File: src/rtl/core/nstpm_pkg.sv
// package for the nearest timestamp pose match core
// field widths, status and function codes, register indexes, unit control types
`timescale 1ns / 1ps

package nstpm_pkg;

  localparam int TimeW   = 52;
  localparam int PosW    = 32;
  localparam int QuatW   = 16;
  localparam int LimitW  = 8;
  localparam int StatusW = 2;
  localparam int CfgIdxW = 1;
  localparam int CfgW    = 52;
  localparam int PoseW   = 3 * PosW + 4 * QuatW;

  localparam logic FUNC_INSERT = 1'b0;
  localparam logic FUNC_QUERY  = 1'b1;

  localparam logic [CfgIdxW-1:0] CFG_HISTORY_LIMIT = 1'b0;
  localparam logic [CfgIdxW-1:0] CFG_MAX_TIME_GAP  = 1'b1;

  localparam logic [LimitW-1:0] LIMIT_RESET = 8'd100;
  localparam logic [TimeW-1:0]  GAP_RESET   = 52'd100000;

  typedef enum logic [StatusW-1:0] {
    STATUS_INSERTED = 2'd0,
    STATUS_EMPTY    = 2'd1,
    STATUS_TOO_FAR  = 2'd2,
    STATUS_MATCHED  = 2'd3
  } status_e;

  typedef struct packed {
    logic sample;
    logic first;
  } cmp_ctrl_t;

endpackage

File: src/rtl/core/nstpm_gap_unit.sv
// absolute difference and compare unit, keeps the best candidate of a scan
// depends on nstpm_pkg
`timescale 1ns / 1ps

module nstpm_gap_unit
  import nstpm_pkg::*;
#(
  parameter int SLOT_W = 7
) (
  input  logic              clk_i,
  input  cmp_ctrl_t         ctrl_i,
  input  logic [SLOT_W-1:0] slot_i,
  input  logic [TimeW-1:0]  stime_i,
  input  logic [TimeW-1:0]  qtime_i,
  output logic [TimeW-1:0]  best_gap_o,
  output logic [TimeW-1:0]  best_time_o,
  output logic [SLOT_W-1:0] best_slot_o
);

  logic [TimeW-1:0]  gap;
  logic              take;
  logic [TimeW-1:0]  best_gap_q;
  logic [TimeW-1:0]  best_time_q;
  logic [SLOT_W-1:0] best_slot_q;

  assign gap  = (stime_i >= qtime_i) ? (stime_i - qtime_i) : (qtime_i - stime_i);
  // strict compare keeps the older entry on a tie
  assign take = ctrl_i.sample && (ctrl_i.first || (gap < best_gap_q));

  always_ff @(posedge clk_i) begin
    if (take) begin
      best_gap_q  <= gap;
      best_time_q <= stime_i;
      best_slot_q <= slot_i;
    end
  end

  assign best_gap_o  = best_gap_q;
  assign best_time_o = best_time_q;
  assign best_slot_o = best_slot_q;

endmodule

File: config.mk
export PLATFORM = sky130hd
export DESIGN_NAME = nstpm_gap_unit
export DESIGN_NICKNAME = d
export VERILOG_FILES = /design/src/rtl/core/nstpm_pkg.sv /design/src/rtl/core/nstpm_gap_unit.sv
export SDC_FILE = /design/constraint.sdc
export NUM_CORES = 1
export LEC_CHECK = 0
export BUFFER_PORTS_ARGS = -buffer_cell sky130_fd_sc_hd__buf_4
export CORE_MARGIN = 2
export CORE_UTILIZATION = 60
export CTS_BUF_LIST = sky130_fd_sc_hd__clkbuf_2 sky130_fd_sc_hd__clkbuf_4 sky130_fd_sc_hd__clkbuf_8
export DETAILED_ROUTE_END_ITERATION = 6
export GPL_TIMING_DRIVEN = 0
export PLACE_DENSITY = 0.85
export SLEW_MARGIN = 20
export SYNTH_ARGS = -nofsm -noshare
export SYNTH_HDL_FRONTEND = slang
export SYNTH_SLANG_ARGS = --single-unit
export TNS_END_PERCENT = 10
File: constraint.sdc
create_clock -name clk_i -period 41.7 [get_ports clk_i]
set_clock_uncertainty 0.2 [all_clocks]
set_input_delay 8.34 -clock clk_i [delete_from_list [all_inputs] [get_ports clk_i]]
set_output_delay 8.34 -clock clk_i [all_outputs]
set_load 0.005 [all_outputs]
==> flow_metrics.env, run 1 <==
export IMPL_fin_util=0.739
export IMPL_synth_most_common_cell="inv_1"
export IMPL_arrival_ns=15.06
export IMPL_startpoint_type="input port"
export IMPL_path_common_cell="buf_4"
export IMPL_period_needed_ns=15.15
export IMPL_placed_cells=1740
export IMPL_async_flop_share=0
export IMPL_syn_area_per_cell_um2=8.60
export IMPL_clock_latency_ns=0.41
export IMPL_vias=11000
export IMPL_synth_top_area_cell="edfxtp_1"
export IMPL_antenna_found_initial=0
export IMPL_leakagePower_nw=6.40
export IMPL_cts_root_buf="clkbuf_8"
export IMPL_synth_xor_area_frac=0.0399
export IMPL_fp_dieH_um=139
export IMPL_top_usage_layer="met2"
export IMPL_grtUsageMet1=0.528
export IMPL_maxSlewHeadroom=0.487
export IMPL_grt_pass1_wl_um=56600
export IMPL_p_per_area_nw_per_um2=36.3
export IMPL_fin_setup_tns_ns=0
export IMPL_syn_inst=1276
export IMPL_synth_compound_area_frac=0.248
export IMPL_synth_top_area_share=0.304
export IMPL_path_max_fanout=12
export IMPL_fin_nets=1792
export IMPL_grt_met3_usage=0.0654
export IMPL_dp_hpwl_um=30600
export IMPL_grt_pass1_vias=10600
export IMPL_place_ws_ns=26.37
export IMPL_criticalPathCategory="in -> reg"
export IMPL_setup_viol=0
export IMPL_synth_seq_cells=111
export IMPL_rsz0062_at_grt="no"
export IMPL_firstDrtPassIters=5
export IMPL_cts_resized=0
export IMPL_grt_ovfl_total=0
export IMPL_synth_edf_count=111
export IMPL_met2_usage=0.590
export IMPL_synthMuxAreaShare=0.0174
export IMPL_instances_no_fill=1756
export IMPL_path_clk_slew_ns=0.13
export IMPL_intPower_mw=0.283
export IMPL_synth_top_family_by_area="compound AO/OA/AOI/OAI gates"
export IMPL_grtUsageTotal=0.368
export IMPL_tightest_slew_ns=0.761
export IMPL_post_cts_buffers=0
export IMPL_synthTopCellsByArea="edfxtp_1 (30%), ha_1 (18%), a21oi_1 (7.3%), inv_1 (6.4%), o21ai_0 (3.2%)"
export IMPL_drc=0
export IMPL_core_area_um2=18000
export IMPL_pwr_share_clk=0.156
export IMPL_synthesis_nets=1546
export IMPL_wl_per_cell_um=20.9
export IMPL_grt_max_degree=22
export IMPL_reg2reg_setup_slack_ns=37.12
export IMPL_crit_required_ns=41.61
export IMPL_max_stage_delay_ns=0.58
export IMPL_critPathCaptureType="register"
export IMPL_ctsHoldBuffers=0
export IMPL_via_per_inst=6.27
export IMPL_initial_core_util=0.611
export IMPL_syn_area_um2=11000
export IMPL_synth_fa_ha_area_frac=0.179
export IMPL_drv_cap=0
export IMPL_drtIter0Drc=1254
export IMPL_drive_gt1_frac=0.217
export IMPL_portBuffers=224
export IMPL_chipWidth_um=139
export IMPL_cts_max_path_buffers=2
export IMPL_finalWorstSetupSlack_ns=26.55
export IMPL_critPathBufInv=9
export IMPL_ys_flop_type="edfxtp_1"
export IMPL_swShare=0.412
export IMPL_ys_seq_area_frac=0.304
export IMPL_critical_path_top_delay_family="buffers and inverters"
export IMPL_cts_sinks=111
export IMPL_yosysUniqueCellTypes=73
export IMPL_pwr_share_seq=0.336
export IMPL_critPathSlowestCell="nor4_1"
export IMPL_slew_violations=0
export IMPL_max_vdd_ir_drop_mv=0.0300
export IMPL_combinationalPowerShare=0.508
export IMPL_n_antenna_cell=0
export IMPL_fmax_mhz=66.0
export IMPL_dieArea_um2=19400
export IMPL_antenna_violating_nets_post_route=0
export IMPL_final_hold_violation_count=0
export IMPL_switching_power_mw=0.198
export IMPL_synthSimpleGateAreaFrac=0.119
export IMPL_post_route_period_util=0.363
export IMPL_status="finished, final reports clean"
export IMPL_drt_total_wl_um=36800
export IMPL_synth_commonest_cells="inv_1 (186), a21oi_1 (161), ha_1 (154)"
export IMPL_gp_congestion=1.03
export IMPL_cts_buffers=9
export IMPL_synthToLayoutAreaGrowth_pct=20.9
export IMPL_hold_path_class="reg -> reg"
export IMPL_cts_tree="built"
export IMPL_rows=49
export IMPL_cts_htree_levels=3
export IMPL_ys_warn_count=0
export IMPL_io_pins=225
[power by group through the flow]
stage / Sequential, mW / Clock (mW) / Combinational, mW
floorplan: 0.169 / 0 / 0.134
global placement: 0.169 / 0 / 0.219
detailed placement: 0.164 / 0 / 0.238
CTS: 0.162 / 0.0750 / 0.239
global route: 0.164 / 0.0785 / 0.263
finish: 0.162 / 0.0749 / 0.245
[through the flow]
| step | hold slack, ns | instance area, um^2 | power, mW |
|---|---|---|---|
| final | 1.05 | 13300 | 0.481 |
| after global routing | 1.10 | 13300 | 0.505 |
| after CTS | 1.04 | 13300 | 0.476 |
| after detailed placement | 1.00 | 13000 | 0.402 |
| after global placement | 2.88 | 12900 | 0.388 |
| after floorplan | 2.28 | 11000 | 0.304 |
[tightest hold or removal path, cell delays in order (launching register included)]
cell and delay [ns]:
edfxtp_1 0.44, inv_1 0.09, ha_1 0.14, a21oi_1 0.05, a31oi_1 0.22, nor3_2 0.14
[logic make-up (layout without fill, tap and decap cells)]
kind of cell	count (synthesis)	count (layout)
AOI/OAI and AO/OA	428	428
and+or+nand+nor	271	271
buffers and inverters	241	492
adders and majority gates	156	156
DFF	111	111
xor gates and xnor gates	50	50
muxes	19	19
[metal layers]
layer / share of wire / routed length (um)
met5: 0 / 0
met4: 0.013 / 460
met2: 0.45 / 16700
met3: 0.11 / 3970
met1: 0.42 / 15600
[cells in the final DEF, fill, tap and decap left out, types with 18 or more instances in the layout]
master and n:
inv_1 186, buf_2 32, nor2_1 79, xnor2_1 35
nand4_1 34, o21ai_0 70, a21o_1 43, ha_1 154
a21oi_1 161, edfxtp_1 111, o21bai_1 30, mux2i_1 18
buf_4 250, nand2_1 86
[state kept, by name, indices dropped and copies added, names as in the netlist]
name / cells
best_slot_o: 7
best_time_o: 52
best_gap_o: 52
[final timing paths]
check	endpoint	cells past startpoint	start
max	best_time_o[3]$_DFFE_PP_	27	stime_i[21]
min	best_gap_o[40]$_DFFE_PP_	5	best_gap_o[51]$_DFFE_PP_
max reg2reg	best_time_o[3]$_DFFE_PP_	15	best_gap_o[1]$_DFFE_PP_
min reg2reg	best_gap_o[40]$_DFFE_PP_	5	best_gap_o[51]$_DFFE_PP_
[area by class of cell]
type                            instances  area (um^2)
Buffer                                 54          322
Clock inverter                          7          105
Multi-Input combinational cell        924         6630
Inverter                              187          702
Clock buffer                            9          124
Fill cell                            1284         4690
Timing Repair Buffer                  235         1770
Sequential cell                       111         3330
Tap cell                              229          287
Note: power is estimated with default switching activity, not from simulation.
==> run 2: changes to the inputs <==
CORE_UTILIZATION = 58   (was 60)
PLACE_DENSITY = 0.83   (was 0.85)
clock period = 14.3 ns   (was 41.7 ns; I/O delays follow)
==> flow_metrics.env, run 2 (synthesis results as in run 1) <==
export IMPL_status="finished, final reports clean"
export IMPL_max_vdd_ir_drop_mv=0.0731
export IMPL_antenna_found_initial=0
export IMPL_ctsHoldBuffers=0
export IMPL_leakagePower_nw=6.38
export IMPL_hp_start="best_gap_o[51]$_DFFE_PP_"
export IMPL_antenna_violating_nets_post_route=0
export IMPL_reg2reg_depth=14
export IMPL_criticalPathCategory="in -> reg"
export IMPL_initial_core_util=0.589
export IMPL_clock_latency_ns=0.42
export IMPL_rsz0062_at_grt="no"
export IMPL_core_area_um2=18600
export IMPL_min_path_cells=5
export IMPL_place_ws_ns=4.71
export IMPL_path_max_fanout=17
export IMPL_grt_ovfl_total=0
export IMPL_synthToLayoutAreaGrowth_pct=20.8
export IMPL_power_mw=1.38
export IMPL_met2_usage=0.540
export IMPL_pwr_share_clk=0.148
export IMPL_fin_hold_ws_ns=1.06
export IMPL_path_clk_slew_ns=0.11
export IMPL_grtUsageMet1=0.485
export IMPL_cts_max_path_buffers=2
export IMPL_maxSlewHeadroom=0.482
export IMPL_drv_cap=0
export IMPL_post_cts_buffers=0
export IMPL_cts_root_buf="clkbuf_8"
export IMPL_grt_pass1_vias=10200
export IMPL_grt_met3_usage=0.0719
export IMPL_vias=10700
export IMPL_via_per_inst=6.11
export IMPL_drt_total_wl_um=35300
export IMPL_final_common_cell="buf_4"
export IMPL_slew_violations=0
export IMPL_cts_tree="built"
export IMPL_cts_buffers=9
export IMPL_swShare=0.413
export IMPL_startpoint_type="input port"
export IMPL_fp_dieH_um=142
export IMPL_switching_power_mw=0.569
export IMPL_tightest_slew_ns=0.769
export IMPL_dp_hpwl_um=29100
export IMPL_firstDrtPassIters=6
export IMPL_fin_nets=1788
export IMPL_drc=0
export IMPL_n_antenna_cell=0
export IMPL_fmax_mhz=106
export IMPL_intPower_mw=0.808
export IMPL_chipWidth_um=142
export IMPL_p_per_area_nw_per_um2=104
export IMPL_crit_required_ns=14.20
export IMPL_fill_cells=1502
export IMPL_portBuffers=224
export IMPL_arrival_ns=9.35
export IMPL_pwr_share_seq=0.341
export IMPL_layout_common_cells="buf_4 (241), inv_1 (186), a21oi_1 (161)"
export IMPL_io_pins=225
export IMPL_finalWorstSetupSlack_ns=4.85
export IMPL_gp_congestion=1.04
export IMPL_fin_area_um2=13300
export IMPL_timing_rr_end="best_time_o[25]$_DFFE_PP_"
export IMPL_dieArea_um2=20000
export IMPL_setup_viol=0
export IMPL_grt_max_degree=22
export IMPL_grt_pass1_wl_um=53900
export IMPL_grtUsageTotal=0.345
export IMPL_postPlaceCellArea_um2=13100
export IMPL_final_hold_violation_count=0
export IMPL_combinationalPowerShare=0.511
export IMPL_post_route_period_util=0.661
export IMPL_hold_end="best_gap_o[37]$_DFFE_PP_"
export IMPL_timing_rr_start="best_gap_o[1]$_DFFE_PP_"
export IMPL_drtIter0Drc=1131
export IMPL_hold_path_class="reg -> reg"
export IMPL_fin_util=0.711
export IMPL_rows=50
export IMPL_cts_sinks=111
export IMPL_top_usage_layer="met2"
export IMPL_wl_per_cell_um=20.1
export IMPL_critPathCaptureType="register"
export IMPL_reg2reg_setup_slack_ns=10.10
export IMPL_period_needed_ns=9.45
export IMPL_cts_resized=0
export IMPL_drive_gt1_frac=0.215
export IMPL_cts_htree_levels=3
-- run 2: routing by layer --
layer / routed length, um / vias to the layer above / part of all wire
li1: - / 5027 / -
met1: 15200 / 5028 / 0.43
met2: 15400 / 597 / 0.44
met3: 3700 / 89 / 0.10
met4: 969 / 0 / 0.027
met5: 0 / - / 0
-- run 2: worst max path at each step --
stage               cells after the start         from  slack, ns                        end
floorplan                              24   stime_i[0]       2.96    best_gap_o[0]$_DFFE_PP_
global placement                       23  stime_i[23]      -0.34    best_gap_o[1]$_DFFE_PP_
detailed placement                     26  stime_i[21]       4.71    best_gap_o[1]$_DFFE_PP_
CTS                                    26  stime_i[21]       5.07    best_gap_o[1]$_DFFE_PP_
global route                           26  stime_i[23]       4.82  best_time_o[25]$_DFFE_PP_
finish                                 26  stime_i[21]       4.85  best_time_o[25]$_DFFE_PP_
-- run 2: per-stage QoR --
| stage | TNS [ns] | std cells |
|---|---|---|
| floorplan | 0 | 1276 |
| global placement | -36.68 | 1734 |
| detailed placement | 0 | 1741 |
| CTS | 0 | 1757 |
| global route | 0 | 1757 |
| finish | 0 | 1757 |
-- run 2: power by group through the flow --
stage	clock network, mW	logic [mW]	registers [mW]
floorplan	0	0.392	0.487
global placement	0	0.642	0.486
detailed placement	0	0.687	0.477
CTS	0.205	0.691	0.470
global route	0.213	0.767	0.476
finish	0.203	0.703	0.470
-- run 2: area by class of cell --
type	instances	area, um^2	share of cell area
Buffer	54	322	0.0242
Multi-Input combinational cell	924	6630	0.500
Inverter	187	702	0.0529
Sequential cell	111	3330	0.251
Timing Repair Buffer	231	1780	0.134
Tap cell	234	293	0.0221
Clock buffer	9	124	0.00934
Clock inverter	7	75.1	0.00566
-- run 2: critical path, stage by stage --
cell	delay, ns
buf_4	0.11
inv_1	0.04
ha_1	0.27
buf_4	0.16
nand4_1	0.21
nor4_1	0.61
a41oi_1	0.30
o21ai_2	0.15
nor2_2	0.08
a21oi_4	0.20
buf_4	0.26
buf_2	0.40
mux2_2	0.41
ha_1	0.27
a21boi_0	0.12
o21a_1	0.18
o21a_1	0.16
o21a_1	0.17
o21ai_0	0.61
a21oi_1	0.20
nor2_1	0.27
nor3_1	0.14
nor3_4	0.50
buf_8	0.25
buf_8	0.18
buf_6	0.22
